$ cat src/hw/rtl/hpa_pkg.sv
// Package with the shared types and constants of the binary16 adder.
`timescale 1ns / 1ps
package hpa_pkg;
  localparam logic [15:0] QNAN_CODE = 16'h7e00;
  localparam logic [15:0] SIGN_BIT  = 16'h8000;

  typedef struct packed {
    logic        special;
    logic [15:0] special_val;
    logic        sign;
    logic [4:0]  exp;
    logic [10:0] big_sig;
    logic [10:0] small_sig;
    logic        sub;
  } align_t;

  typedef struct packed {
    logic        special;
    logic [15:0] special_val;
    logic        sign;
    logic [4:0]  exp;
    logic [11:0] sum;
  } norm_t;
endpackage

$ cat src/hw/rtl/hpa_norm.sv
// Normalisation stage: leading-zero count, exponent adjust and packing.
`timescale 1ns / 1ps
module hpa_norm (
  input  hpa_pkg::norm_t n,
  output logic [15:0]    res
);
  logic [3:0] lz;
  logic [6:0] e;
  logic [10:0] m;
  always_comb begin
    lz = 4'd11;
    for (int i = 0; i <= 10; i++) begin
      if (n.sum[i]) begin
        lz = 4'(10 - i);
      end
    end
    if (n.sum[11]) begin
      e = {2'b00, n.exp} + 7'd1;
      m = n.sum[11:1];
    end else begin
      e = {2'b00, n.exp} - {3'b000, lz};
      m = n.sum[10:0] << lz;
    end
    if (n.special) begin
      res = n.special_val;
    end else if (n.sum == 12'd0) begin
      res = 16'h0000;
    end else if (!e[6] && e >= 7'd31) begin
      res = {n.sign, 5'h1f, 10'h000};
    end else if (e[6] || e == 7'd0) begin
      res = {n.sign, 15'h0000};
    end else begin
      res = {n.sign, e[4:0], m[9:0]};
    end
  end
endmodule

$ cat src/hw/rtl/half_precision_adder.sv
// Top level of the pipelined binary16 adder.
`timescale 1ns / 1ps
// Channel | Dir | tdata fields (low bit first)
// in_     | in  | operand_a[15:0], operand_b[31:16]
// out_    | out | sum_value[15:0]
// One request is taken every cycle while the pipeline is not held by a stall.
// The result passes through the input, align, add and normalise registers.
// Reset clears the valid bits.
// A stall at the output holds each stage whose successor is full, while empty
// stages still fill.
module half_precision_adder (
  input  logic        clk,
  input  logic        rst_n,
  input  logic        in_tvalid,
  output logic        in_tready,
  input  logic [31:0] in_tdata,   // operand_a, operand_b
  output logic        out_tvalid,
  input  logic        out_tready,
  output logic [15:0] out_tdata   // sum_value
);
  logic [3:0] v_r;
  logic [3:0] adv;
  logic [31:0] op_r;
  hpa_pkg::align_t al_nxt, al_r;
  hpa_pkg::norm_t ad_nxt, ad_r;
  logic [15:0] res_nxt, res_r;

  always_comb begin
    adv[3] = !v_r[3] || out_tready;
    adv[2] = !v_r[2] || adv[3];
    adv[1] = !v_r[1] || adv[2];
    adv[0] = !v_r[0] || adv[1];
  end
  assign in_tready  = adv[0];
  assign out_tvalid = v_r[3];
  assign out_tdata  = res_r;

  logic [15:0] a, b;
  logic [4:0] ea, eb, d;
  logic [10:0] ma, mb;
  logic a_big;
  always_comb begin
    a = op_r[15:0];
    b = op_r[31:16];
    ea = a[14:10];
    eb = b[14:10];
    ma = {1'b1, a[9:0]};
    mb = {1'b1, b[9:0]};
    a_big = (ea > eb) || (ea == eb && ma >= mb);
    al_nxt.special = 1'b1;
    al_nxt.special_val = 16'h0000;
    if (ea == 5'd0 && eb == 5'd0) begin
      al_nxt.special_val = 16'h0000;
    end else if ((a ^ b) == hpa_pkg::SIGN_BIT) begin
      al_nxt.special_val = 16'h0000;
    end else if (ea == 5'd0) begin
      al_nxt.special_val = b;
    end else if (eb == 5'd0) begin
      al_nxt.special_val = a;
    end else if (ea == 5'd31 || eb == 5'd31) begin
      al_nxt.special_val = hpa_pkg::QNAN_CODE;
    end else begin
      al_nxt.special = 1'b0;
    end
    al_nxt.sub = a[15] ^ b[15];
    if (a_big) begin
      d = ea - eb;
      al_nxt.sign = a[15];
      al_nxt.exp = ea;
      al_nxt.big_sig = ma;
      al_nxt.small_sig = (d >= 5'd12) ? 11'd0 : mb >> d;
    end else begin
      d = eb - ea;
      al_nxt.sign = b[15];
      al_nxt.exp = eb;
      al_nxt.big_sig = mb;
      al_nxt.small_sig = (d >= 5'd12) ? 11'd0 : ma >> d;
    end
  end

  always_comb begin
    ad_nxt.special = al_r.special;
    ad_nxt.special_val = al_r.special_val;
    ad_nxt.sign = al_r.sign;
    ad_nxt.exp = al_r.exp;
    if (al_r.sub) begin
      ad_nxt.sum = {1'b0, al_r.big_sig} - {1'b0, al_r.small_sig};
    end else begin
      ad_nxt.sum = {1'b0, al_r.big_sig} + {1'b0, al_r.small_sig};
    end
  end

  hpa_norm u_norm (
    .n   (ad_r),
    .res (res_nxt)
  );

  always_ff @(posedge clk) begin
    if (!rst_n) begin
      v_r <= 4'd0;
    end else begin
      if (adv[0]) v_r[0] <= in_tvalid;
      if (adv[1]) v_r[1] <= v_r[0];
      if (adv[2]) v_r[2] <= v_r[1];
      if (adv[3]) v_r[3] <= v_r[2];
    end
  end

  always_ff @(posedge clk) begin
    if (adv[0]) op_r <= in_tdata;
    if (adv[1]) al_r <= al_nxt;
    if (adv[2]) ad_r <= ad_nxt;
    if (adv[3]) res_r <= res_nxt;
  end
endmodule
$ cat config.mk
export PLATFORM = sky130hd
export DESIGN_NAME = half_precision_adder
export DESIGN_NICKNAME = d
export VERILOG_FILES = /design/src/hw/rtl/hpa_pkg.sv /design/src/hw/rtl/hpa_norm.sv /design/src/hw/rtl/half_precision_adder.sv
export SDC_FILE = /design/constraint.sdc
export NUM_CORES = 1
export LEC_CHECK = 0
export BUFFER_PORTS_ARGS = -buffer_cell sky130_fd_sc_hd__buf_2
export CORE_UTILIZATION = 60
export DETAILED_ROUTE_END_ITERATION = 7
export GPL_TIMING_DRIVEN = 1
export PLACE_DENSITY = 0.79
export SLEW_MARGIN = 30
export SYNTH_ARGS = -nofsm -noshare
export SYNTH_HDL_FRONTEND = slang
export SYNTH_HIERARCHICAL = 1
export SYNTH_SLANG_ARGS = --single-unit
$ cat constraint.sdc
create_clock -name clk -period 4.25 [get_ports clk]
set_clock_uncertainty 0.05 [all_clocks]
set_input_delay 0.425 -clock clk [delete_from_list [all_inputs] [get_ports clk]]
set_output_delay 0.425 -clock clk [all_outputs]
set_load 0.02 [all_outputs]
==> results of run 1 <==
-- where the power goes --
group,total [mW],switching [mW],internal (mW)
Clock,1.47,0.593,0.879
Sequential,1.94,0.199,1.74
Combinational,2.32,1.40,0.919
Total,5.73,2.19,3.54
-- registers in the layout, indices dropped and copies added, names as in the netlist --
| register | flops |
|---|---|
| ad_nxt | 23 |
| v_r | 4 |
| out_tdata | 16 |
| al_r | 22 |
| ad_r | 35 |
| op_r | 32 |
-- logic make-up (layout without fill, tap and decap cells) --
logic type / count (synthesis) / in the layout / share of synthesized area (%)
and+or+nand+nor: 277 / 277 / 17.16
AOI/OAI and AO/OA: 183 / 183 / 15.55
DFF: 132 / 132 / 48.48
buffers and inverters: 78 / 136 / 4.576
adders and majority gates: 40 / 40 / 6.555
xor gates and xnor gates: 32 / 32 / 3.788
muxes: 29 / 29 / 3.881
-- final cells by class --
class	count	area (µm²)	area share [%]
flip-flops and latches	132	3924	43.39
multi-input cells	561	3807	42.10
clock buffers	17	425.4	4.704
repair buffers	64	347.8	3.846
well taps	176	220.2	2.435
clock inverters	15	168.9	1.868
inverters	40	150.1	1.660
-- routing by layer --
layer	global-route usage (%)	vias to the layer above
li1	-	2941
met1	33.61	2836
met2	48.16	280
met3	6.226	78
met4	18.03	0
met5	0	-
-- synth_stat cells, drive strengths merged, types with 9 or more instances --
cell / instances
clkbuf: 17
xor2: 11
o21ai: 57
edfxtp: 128
a21oi: 42
buf: 21
mux2: 9
nand2: 79
xnor2: 21
nand3: 29
a211oi: 12
inv: 40
nor3: 27
nor2b: 14
mux2i: 19
ha: 36
nand4: 9
nor2: 74
-- final timing paths --
path                startpoint      endpoint
hold reg to reg     ad_nxt[12]      ad_r[12]
setup / recovery       ad_r[4]  out_tdata[8]
hold / removal    in_tdata[17]      op_r[17]
setup reg to reg       ad_r[4]  out_tdata[8]
-- critical path: stages, from the launching register on --
cell and delay [ps]:
edfxtp_1 510, inv_1 200, a221oi_2 100, o21ai_2 460
ha_1 260, inv_1 60, fa_1 410, a21o_1 190
a211oi_2 300, o21ai_0 190, a31oi_1 180, nor3_1 110
a311o_2 500, o31ai_1 330
-- placed cells by master, fill, tap and decap left out, types with 17 or more instances in the layout --
cell type,n
a21oi_1,42
buf_2,53
clkbuf_16,17
edfxtp_1,128
ha_1,36
inv_1,39
mux2i_1,19
nand2_1,78
nand3_1,27
nor2_1,71
nor3_1,27
o21ai_0,48
xnor2_1,19
-- stage by stage --
stage                     setup WS [ps]  util [%]
after floorplan                   682.4         -
after global placement            476.4     63.99
after detailed placement          240.4     63.99
after CTS                         245.6     68.50
after global routing              60.68     68.56
final                             199.4     68.56
-- what timing repair did --
| item | 4_1_cts | 5_1_grt |
|---|---|---|
| resized for setup | 0 | 1 |
| endpoints found under the hold margin | 0 | 0 |
| endpoints found under the setup margin | 0 | 5 |
| hold buffers | 0 | 0 |
==> flow_summary.toml, run 1 <==
[layout]
drive_above_1_share_pct = 17.49
fillers = 988
final_area_um2 = 9044
final_cells = 1005
antenna_cells = 0
area.growth.synth_to_final_pct = 11.75
nNetsFinal = 892

[job]
maxCapViolCount = 0

[outcome]
status = "finished clean"

[floorplan]
die_w_um = 118.1
initial_utilization_pct = 61.35
ios = 54
core_um2 = 13190
fp.dieH_um = 118.1
die_area_um2 = 13960
rows = 42

[yosys]
syn_area_um2 = 8093
ys_seq_area_share_pct = 48.48
async_flop_share_pct = 0
netlist_instances = 771
ys_types = 85
synth-edff-count = 128
ys.warnings.count = 6
yosysTopAreaCell = "edfxtp_1"
syn_nets = 847
ys_top_cells_by_area = "edfxtp_1, ha_1, nand2_1"
syn_avg_cell_area_um2 = 10.50
synth_top_cell_area_share_pct = 47.50
ys.flop_type = "edfxtp_1"
synth-seq-cells = 132

[clock_tree]
cts_tree = "done"
cts_buffers = 17
path_clk_slew_ps = 60
cts_max_level = 4
clock_path_buffers = 2
cts_setup_buffers = 0
cts_sinks = 132
root_buffer = "clkbuf_16"
clk_latency_ps = 430

[detailed_routing]
top_layer_used = "met4"
routed_wirelength_um = 18680
met1_length_um = 7185
post_drt_wl_per_cell_um = 18.59
wl_met2_um = 9287
drt-pass1-iter-count = 6
routed_via_density = 6.104
dr_wl_met3_um = 1148
vias = 6135
ant_nets = 0
drt_iter0_drc = 818
post-route-drc-count = 0

[place]
dp.cells = 973
place_area_um2 = 8441
place.gp.congestion = 1.009
port_buffers = 53
dp_hpwl_um = 13960

[sta]
hold-worst-slack_ps = 114.7
hold_viol_final = 0
slew_headroom_pct = 41.85
maxSlewViolCount = 0
fin_crit_sh_pct = 95.31
rsz0062_at_grt = "false"
layout_min_cycle_time_ps = 4051
worst_pin_slew_ps = 872.3
timing.fmax_mhz = 246.9
setup_viol = 0
fin_setup_tns_ps = 0

[grt]
grt_pass1_vias = 6134
grt_overflow_total = 0
grt_use_total_pct = 28.74
antenna_found_initial = 0
grt_start_max_net_pins = 46
grt_pass1_wl_um = 30550

[worst_setup_path]
r2r_slack_ps = 200
critPathMaxFanout = 10
r2r_cells = 13
start_kind = "register"
critical_path_class = "reg2reg"
worstSetupEndpointType = "register"
cp.arrival_ps = 4240
crit_required_ps = 4440

[power_and_ir_drop]
power_density_nw_per_um2 = 633.9
ir_drop_mv = 0.3444
p_leak_nw = 3.633
design_power_total_mw = 5.733

[worst_hold_path]
hold_path.class = "in2reg"
hold_path_depth = 1
No activity file was read; power rests on OpenSTA's default activity.
==> run 2, diff against run 1 <==
- CORE_ASPECT_RATIO: not set -> 1.25
- RECOVER_POWER: not set -> 25
==> flow_summary.toml, run 2 (synthesis gave the netlist of run 1 again) <==
[outcome]
status = "complete, but fails checks"
violations = "capacitance limit, slew limit"

[detailed_routing]
vias = 6350
drt_iter0_drc = 501
post_drt_wl_per_cell_um = 19.84
drt-pass1-iter-count = 5
ant_nets = 0
post-route-drc-count = 0
routed_via_density = 6.337
routed_wirelength_um = 19880

[place]
dp.cells = 970
dp_hpwl_um = 14910
port_buffers = 53
pre_cts_ws_ps = 359.9
place.gp.congestion = 0.9856
place_area_um2 = 8449

[worst_setup_path]
reg2reg_from = "ad_r[9]"
crit_required_ps = 4430
cp_slowest_cell = "or4_4"
worstSetupEndpointType = "register"
r2r_slack_ps = 280
critPathMaxFanout = 11
cp.arrival_ps = 4150
setup.worst_path.start = "ad_r[9]"
slowest_delay_ps = 640
cp_cell_sequence = "or4_4 -> nor2_1 -> inv_1 -> ha_1 -> a21o_1 -> a211oi_2 -> o21ai_0 -> a31oi_1 -> nor3_1 -> a311o_1 -> o31ai_1"
path_buf_inv = 1
r2r_cells = 11
start_kind = "register"
cpLargestDelayFamily = "compound AO/OA/AOI/OAI gates"
rr_endpoint = "out_tdata[8]"
critical_path_class = "reg2reg"

[layout]
largest-register = "ad_r"
final_cells = 1002
largest_reg_flops = 35
final_area_um2 = 9031
layout_common_cells = "edfxtp_1, nand2_1, nor2_1, buf_2, o21ai_0"
post-route-util_pct = 68.56
layout_commonest_cell = "edfxtp_1"
area.growth.synth_to_final_pct = 11.60
drive_above_1_share_pct = 17.33
fillers = 966
nNetsFinal = 894
antenna_cells = 0

[sta]
fin_crit_sh_pct = 93.34
timing.final.ws_setup_ps = 283.0
hold-worst-slack_ps = 132.3
slew_headroom_pct = -20.76
hold_viol_final = 0
setup_viol = 0
maxSlewViolCount = 36
rsz0062_at_grt = "false"
timing.fmax_mhz = 252.1
layout_min_cycle_time_ps = 3967
worst_pin_slew_ps = 1811
fin_setup_tns_ps = 0

[worst_hold_path]
hold_path.class = "in2reg"
hold_path_depth = 1
worstHoldStart = "in_tdata[27]"
min_to = "op_r[27]"

[clock_tree]
clock_path_buffers = 2
cts_hold_buf = 0
ctsResizeCount = 0
cts_buffers = 17
cts_max_level = 4
cts_setup_buffers = 0
cts_sinks = 132
cts_tree = "done"
root_buffer = "clkbuf_16"
path_clk_slew_ps = 70
clk_latency_ps = 410

[job]
maxCapViolCount = 1

[grt]
grt_start_max_net_pins = 46
grt_overflow_total = 0
grt_use_total_pct = 29.46
grt_pass1_wl_um = 31330
grt_pass1_vias = 6202
antenna_found_initial = 0

[power_and_ir_drop]
power_density_nw_per_um2 = 635.3
ir_drop_mv = 0.3011
p_leak_nw = 3.612
design_power_total_mw = 5.737

[floorplan]
die_w_um = 105.9
die_area_um2 = 13960
ios = 54
initial_utilization_pct = 61.44
rows = 47
core_um2 = 13170
fp.dieH_um = 131.8
run 2: cell types whose count changed in the layout (fill, tap and decap cells not counted), sizes merged:
cell	before	now
clkinv	6	3
clkbuf	17	20
clkinvlp	0	3
bufinv	2	0
inv	47	49
buf	64	63
run 2: power by group:
group          internal, mW  switching [mW]  total (mW)
logic                 0.925            1.42        2.35
registers              1.75           0.237        1.98
clock network         0.783           0.626        1.41
run 2: per-layer routing:
metal / part of all wire (%) / wire, µm / vias to the layer above / GRT usage (%)
met5: 0 / 0 / - / 0
met4: 5.8 / 1158 / 0 / 19.91
met3: 6.0 / 1190 / 76 / 4.943
met2: 52 / 10420 / 320 / 53.09
met1: 36 / 7111 / 3006 / 31.16
li1: - / - / 2948 / -
run 2: how the worst max path moves through the flow:
stage | end | slack [ps] | depth (start not counted)
finish | out_tdata[8] | 280 | 11
global route | out_tdata[5] | 80 | 11
CTS | out_tdata[8] | 340 | 11
detailed placement | out_tdata[8] | 360 | 11
global placement | out_tdata[8] | 570 | 11
floorplan | out_tdata[8] | 680 | 14
run 2: cell type report:
cell class	instances	area, µm²	area share (%)
flip-flops and latches	132	3924	43.45
multi-input cells	561	3806	42.14
clock buffers	17	425.4	4.710
repair buffers	66	356.6	3.948
well taps	171	214.0	2.369
clock inverters	15	155.1	1.718
inverters	40	150.1	1.663
==> run 3, diff against run 2 <==
- ABC_AREA: not set -> 1
==> flow_summary.toml, run 3 <==
[worst_setup_path]
cp_cell_sequence = "nor2_1 -> nand2_2 -> nor2_1 -> inv_1 -> ha_1 -> a21oi_1 -> nand2_1 -> or2_2 -> nand3_1 -> nand3_1 -> inv_1 -> nand3_1 -> nand2_1 -> nor2_4 -> o211ai_1 -> nand2_1"
critPathMaxFanout = 7
critical_path_class = "reg2reg"
start_kind = "register"
r2r_slack_ps = 940
slowest_delay_ps = 460
worstSetupEndpointType = "register"
crit_required_ps = 4360
cp_slowest_cell = "edfxtp_1"
cp.arrival_ps = 3430

[clock_tree]
ctsResizeCount = 0
cts_hold_buf = 0
cts_setup_buffers = 0
cts_sinks = 132
clock_path_buffers = 2
cts_tree = "done"
path_clk_slew_ps = 60
cts_buffers = 17
clk_latency_ps = 420
cts_max_level = 4
root_buffer = "clkbuf_16"

[sta]
timing.fmax_mhz = 301.7
rsz0062_at_grt = "false"
slew_headroom_pct = 42.27
maxSlewViolCount = 0
worst_pin_slew_ps = 859.8
fin_setup_tns_ps = 0
hold_viol_final = 0
setup_viol = 0
hold-worst-slack_ps = 126.5
fin_crit_sh_pct = 78.00
layout_min_cycle_time_ps = 3315

[worst_hold_path]
hold_path.class = "in2reg"

[floorplan]
core_um2 = 13290
die_area_um2 = 14110
die_w_um = 106.4
ios = 54
initial_utilization_pct = 61.56
rows = 47
fp.dieH_um = 132.6

[outcome]
status = "finished clean"

[yosys]
syn_avg_cell_area_um2 = 8.540
syn_nets = 1034
ys.flop_type = "edfxtp_1"
async_flop_share_pct = 0
ys.warnings.count = 6
synth_top_cell_area_share_pct = 46.98
ys_top_cells_by_area = "edfxtp_1, nand2_1, nand3_1"
synth-seq-cells = 132
yosysMostFrequentCell = "nand2_1"
ys_types = 46
synth-edff-count = 128
syn_area_um2 = 8182
netlist_instances = 958
yosysTopAreaCell = "edfxtp_1"
ys_seq_area_share_pct = 47.96
synth.top_cells.by_count = "nand2_1, edfxtp_1, nand3_1"

[place]
place.gp.congestion = 0.9328
port_buffers = 53
dp_hpwl_um = 14170

[detailed_routing]
routed_via_density = 5.682
post_drt_wl_per_cell_um = 15.83
ant_nets = 0
drt_iter0_drc = 439
vias = 6767
post-route-drc-count = 0
routed_wirelength_um = 18860
drt-pass1-iter-count = 5

[layout]
drive_above_1_share_pct = 11.96
layout_common_cells = "nand2_1, nand3_1, edfxtp_1, inv_1, nor2_1"
largest_reg_flops = 35
layout_commonest_cell = "nand2_1"
nNetsFinal = 1083
area.growth.synth_to_final_pct = 11.50
antenna_cells = 0
largest-register = "ad_r"

[power_and_ir_drop]
power_density_nw_per_um2 = 608.3
design_power_total_mw = 5.549
ir_drop_mv = 0.3751
p_leak_nw = 4.289

[job]
maxCapViolCount = 0

[grt]
grt_overflow_total = 0
grt_pass1_wl_um = 30160
grt_start_max_net_pins = 46
antenna_found_initial = 0
grt_pass1_vias = 6439
grt_use_total_pct = 28.08
## run 3: cell count changes in the layout (fill, tap and decap cells not counted), sizes merged, moves of 8 or more
cell,change
inv,+64
mux2,-9
mux2i,-19
nand2,+193
nand3,+100
nor2,+8
nor2b,-14
nor3,-16
nor3b,-8
nor4,-8
o211ai,+8
o21ai,-12
xnor2,-16
## run 3: final timing paths
check                           depth (start not counted)      endpoint    startpoint
worst min register to register                          0      ad_r[21]    ad_nxt[21]
worst min-delay path                                    1      op_r[27]  in_tdata[27]
worst max-delay path                                   16  out_tdata[0]      ad_r[10]
worst max register to register                         16  out_tdata[0]      ad_r[10]
## run 3: layout make-up
type	count	area, µm²
clock buffers	17	425.4
clock inverters	15	167.7
fillers	1069	4168
inverters	107	401.6
multi-input cells	691	3687
flip-flops and latches	132	3924
well taps	171	214.0
repair buffers	58	302.8
## run 3: kinds of logic after synthesis
| family | Yosys count | share of synthesized area, % |
|---|---|---|
| and+or+nand+nor | 513 | 27.45 |
| buffers and inverters | 135 | 6.973 |
| DFF | 132 | 47.96 |
| AOI/OAI and AO/OA | 115 | 8.442 |
| adders and majority gates | 40 | 6.484 |
| xor gates and xnor gates | 23 | 2.692 |
## run 3: layer usage
metal	track usage (%)	vias to the layer above	wire, µm	part of all wire (%)
met4	18.57	0	1035	5.5
met1	30.95	3030	7001	37
li1	-	3354	-	-
met3	4.729	72	1252	6.6
met5	0	-	0	0
met2	49.39	311	9570	51
## run 3: critical path, delay by kind of cell, from the launching register on
| family | cells | cell delay, ps |
|---|---|---|
| fa+ha+maj | 1 | 350 |
| flops | 1 | 460 |
| compound gates | 2 | 210 |
| simple gates | 11 | 1720 |
| buf+inv | 2 | 250 |
## run 3: through the flow
step / cell area (µm²) / utilization, % / setup WS [ps] / std cells
after floorplan: 8182 / - / 1070 / 958
after global placement: 8529 / 64.18 / 1096 / 1159
after detailed placement: 8529 / 64.18 / 971.2 / 1159
after CTS: 9123 / 68.64 / 974.1 / 1191
after global routing: 9123 / 68.64 / 660.2 / 1191
final: 9123 / 68.64 / 935.1 / 1191
## run 3: where the power goes
| group | switching (mW) | leakage, nW | total (mW) | internal, mW |
|---|---|---|---|---|
| sequential | 0.149 | 1.47 | 1.89 | 1.74 |
| clock | 0.625 | 0.291 | 1.46 | 0.836 |
| combinational | 1.46 | 2.53 | 2.20 | 0.738 |
| total | 2.24 | 4.29 | 5.55 | 3.31 |
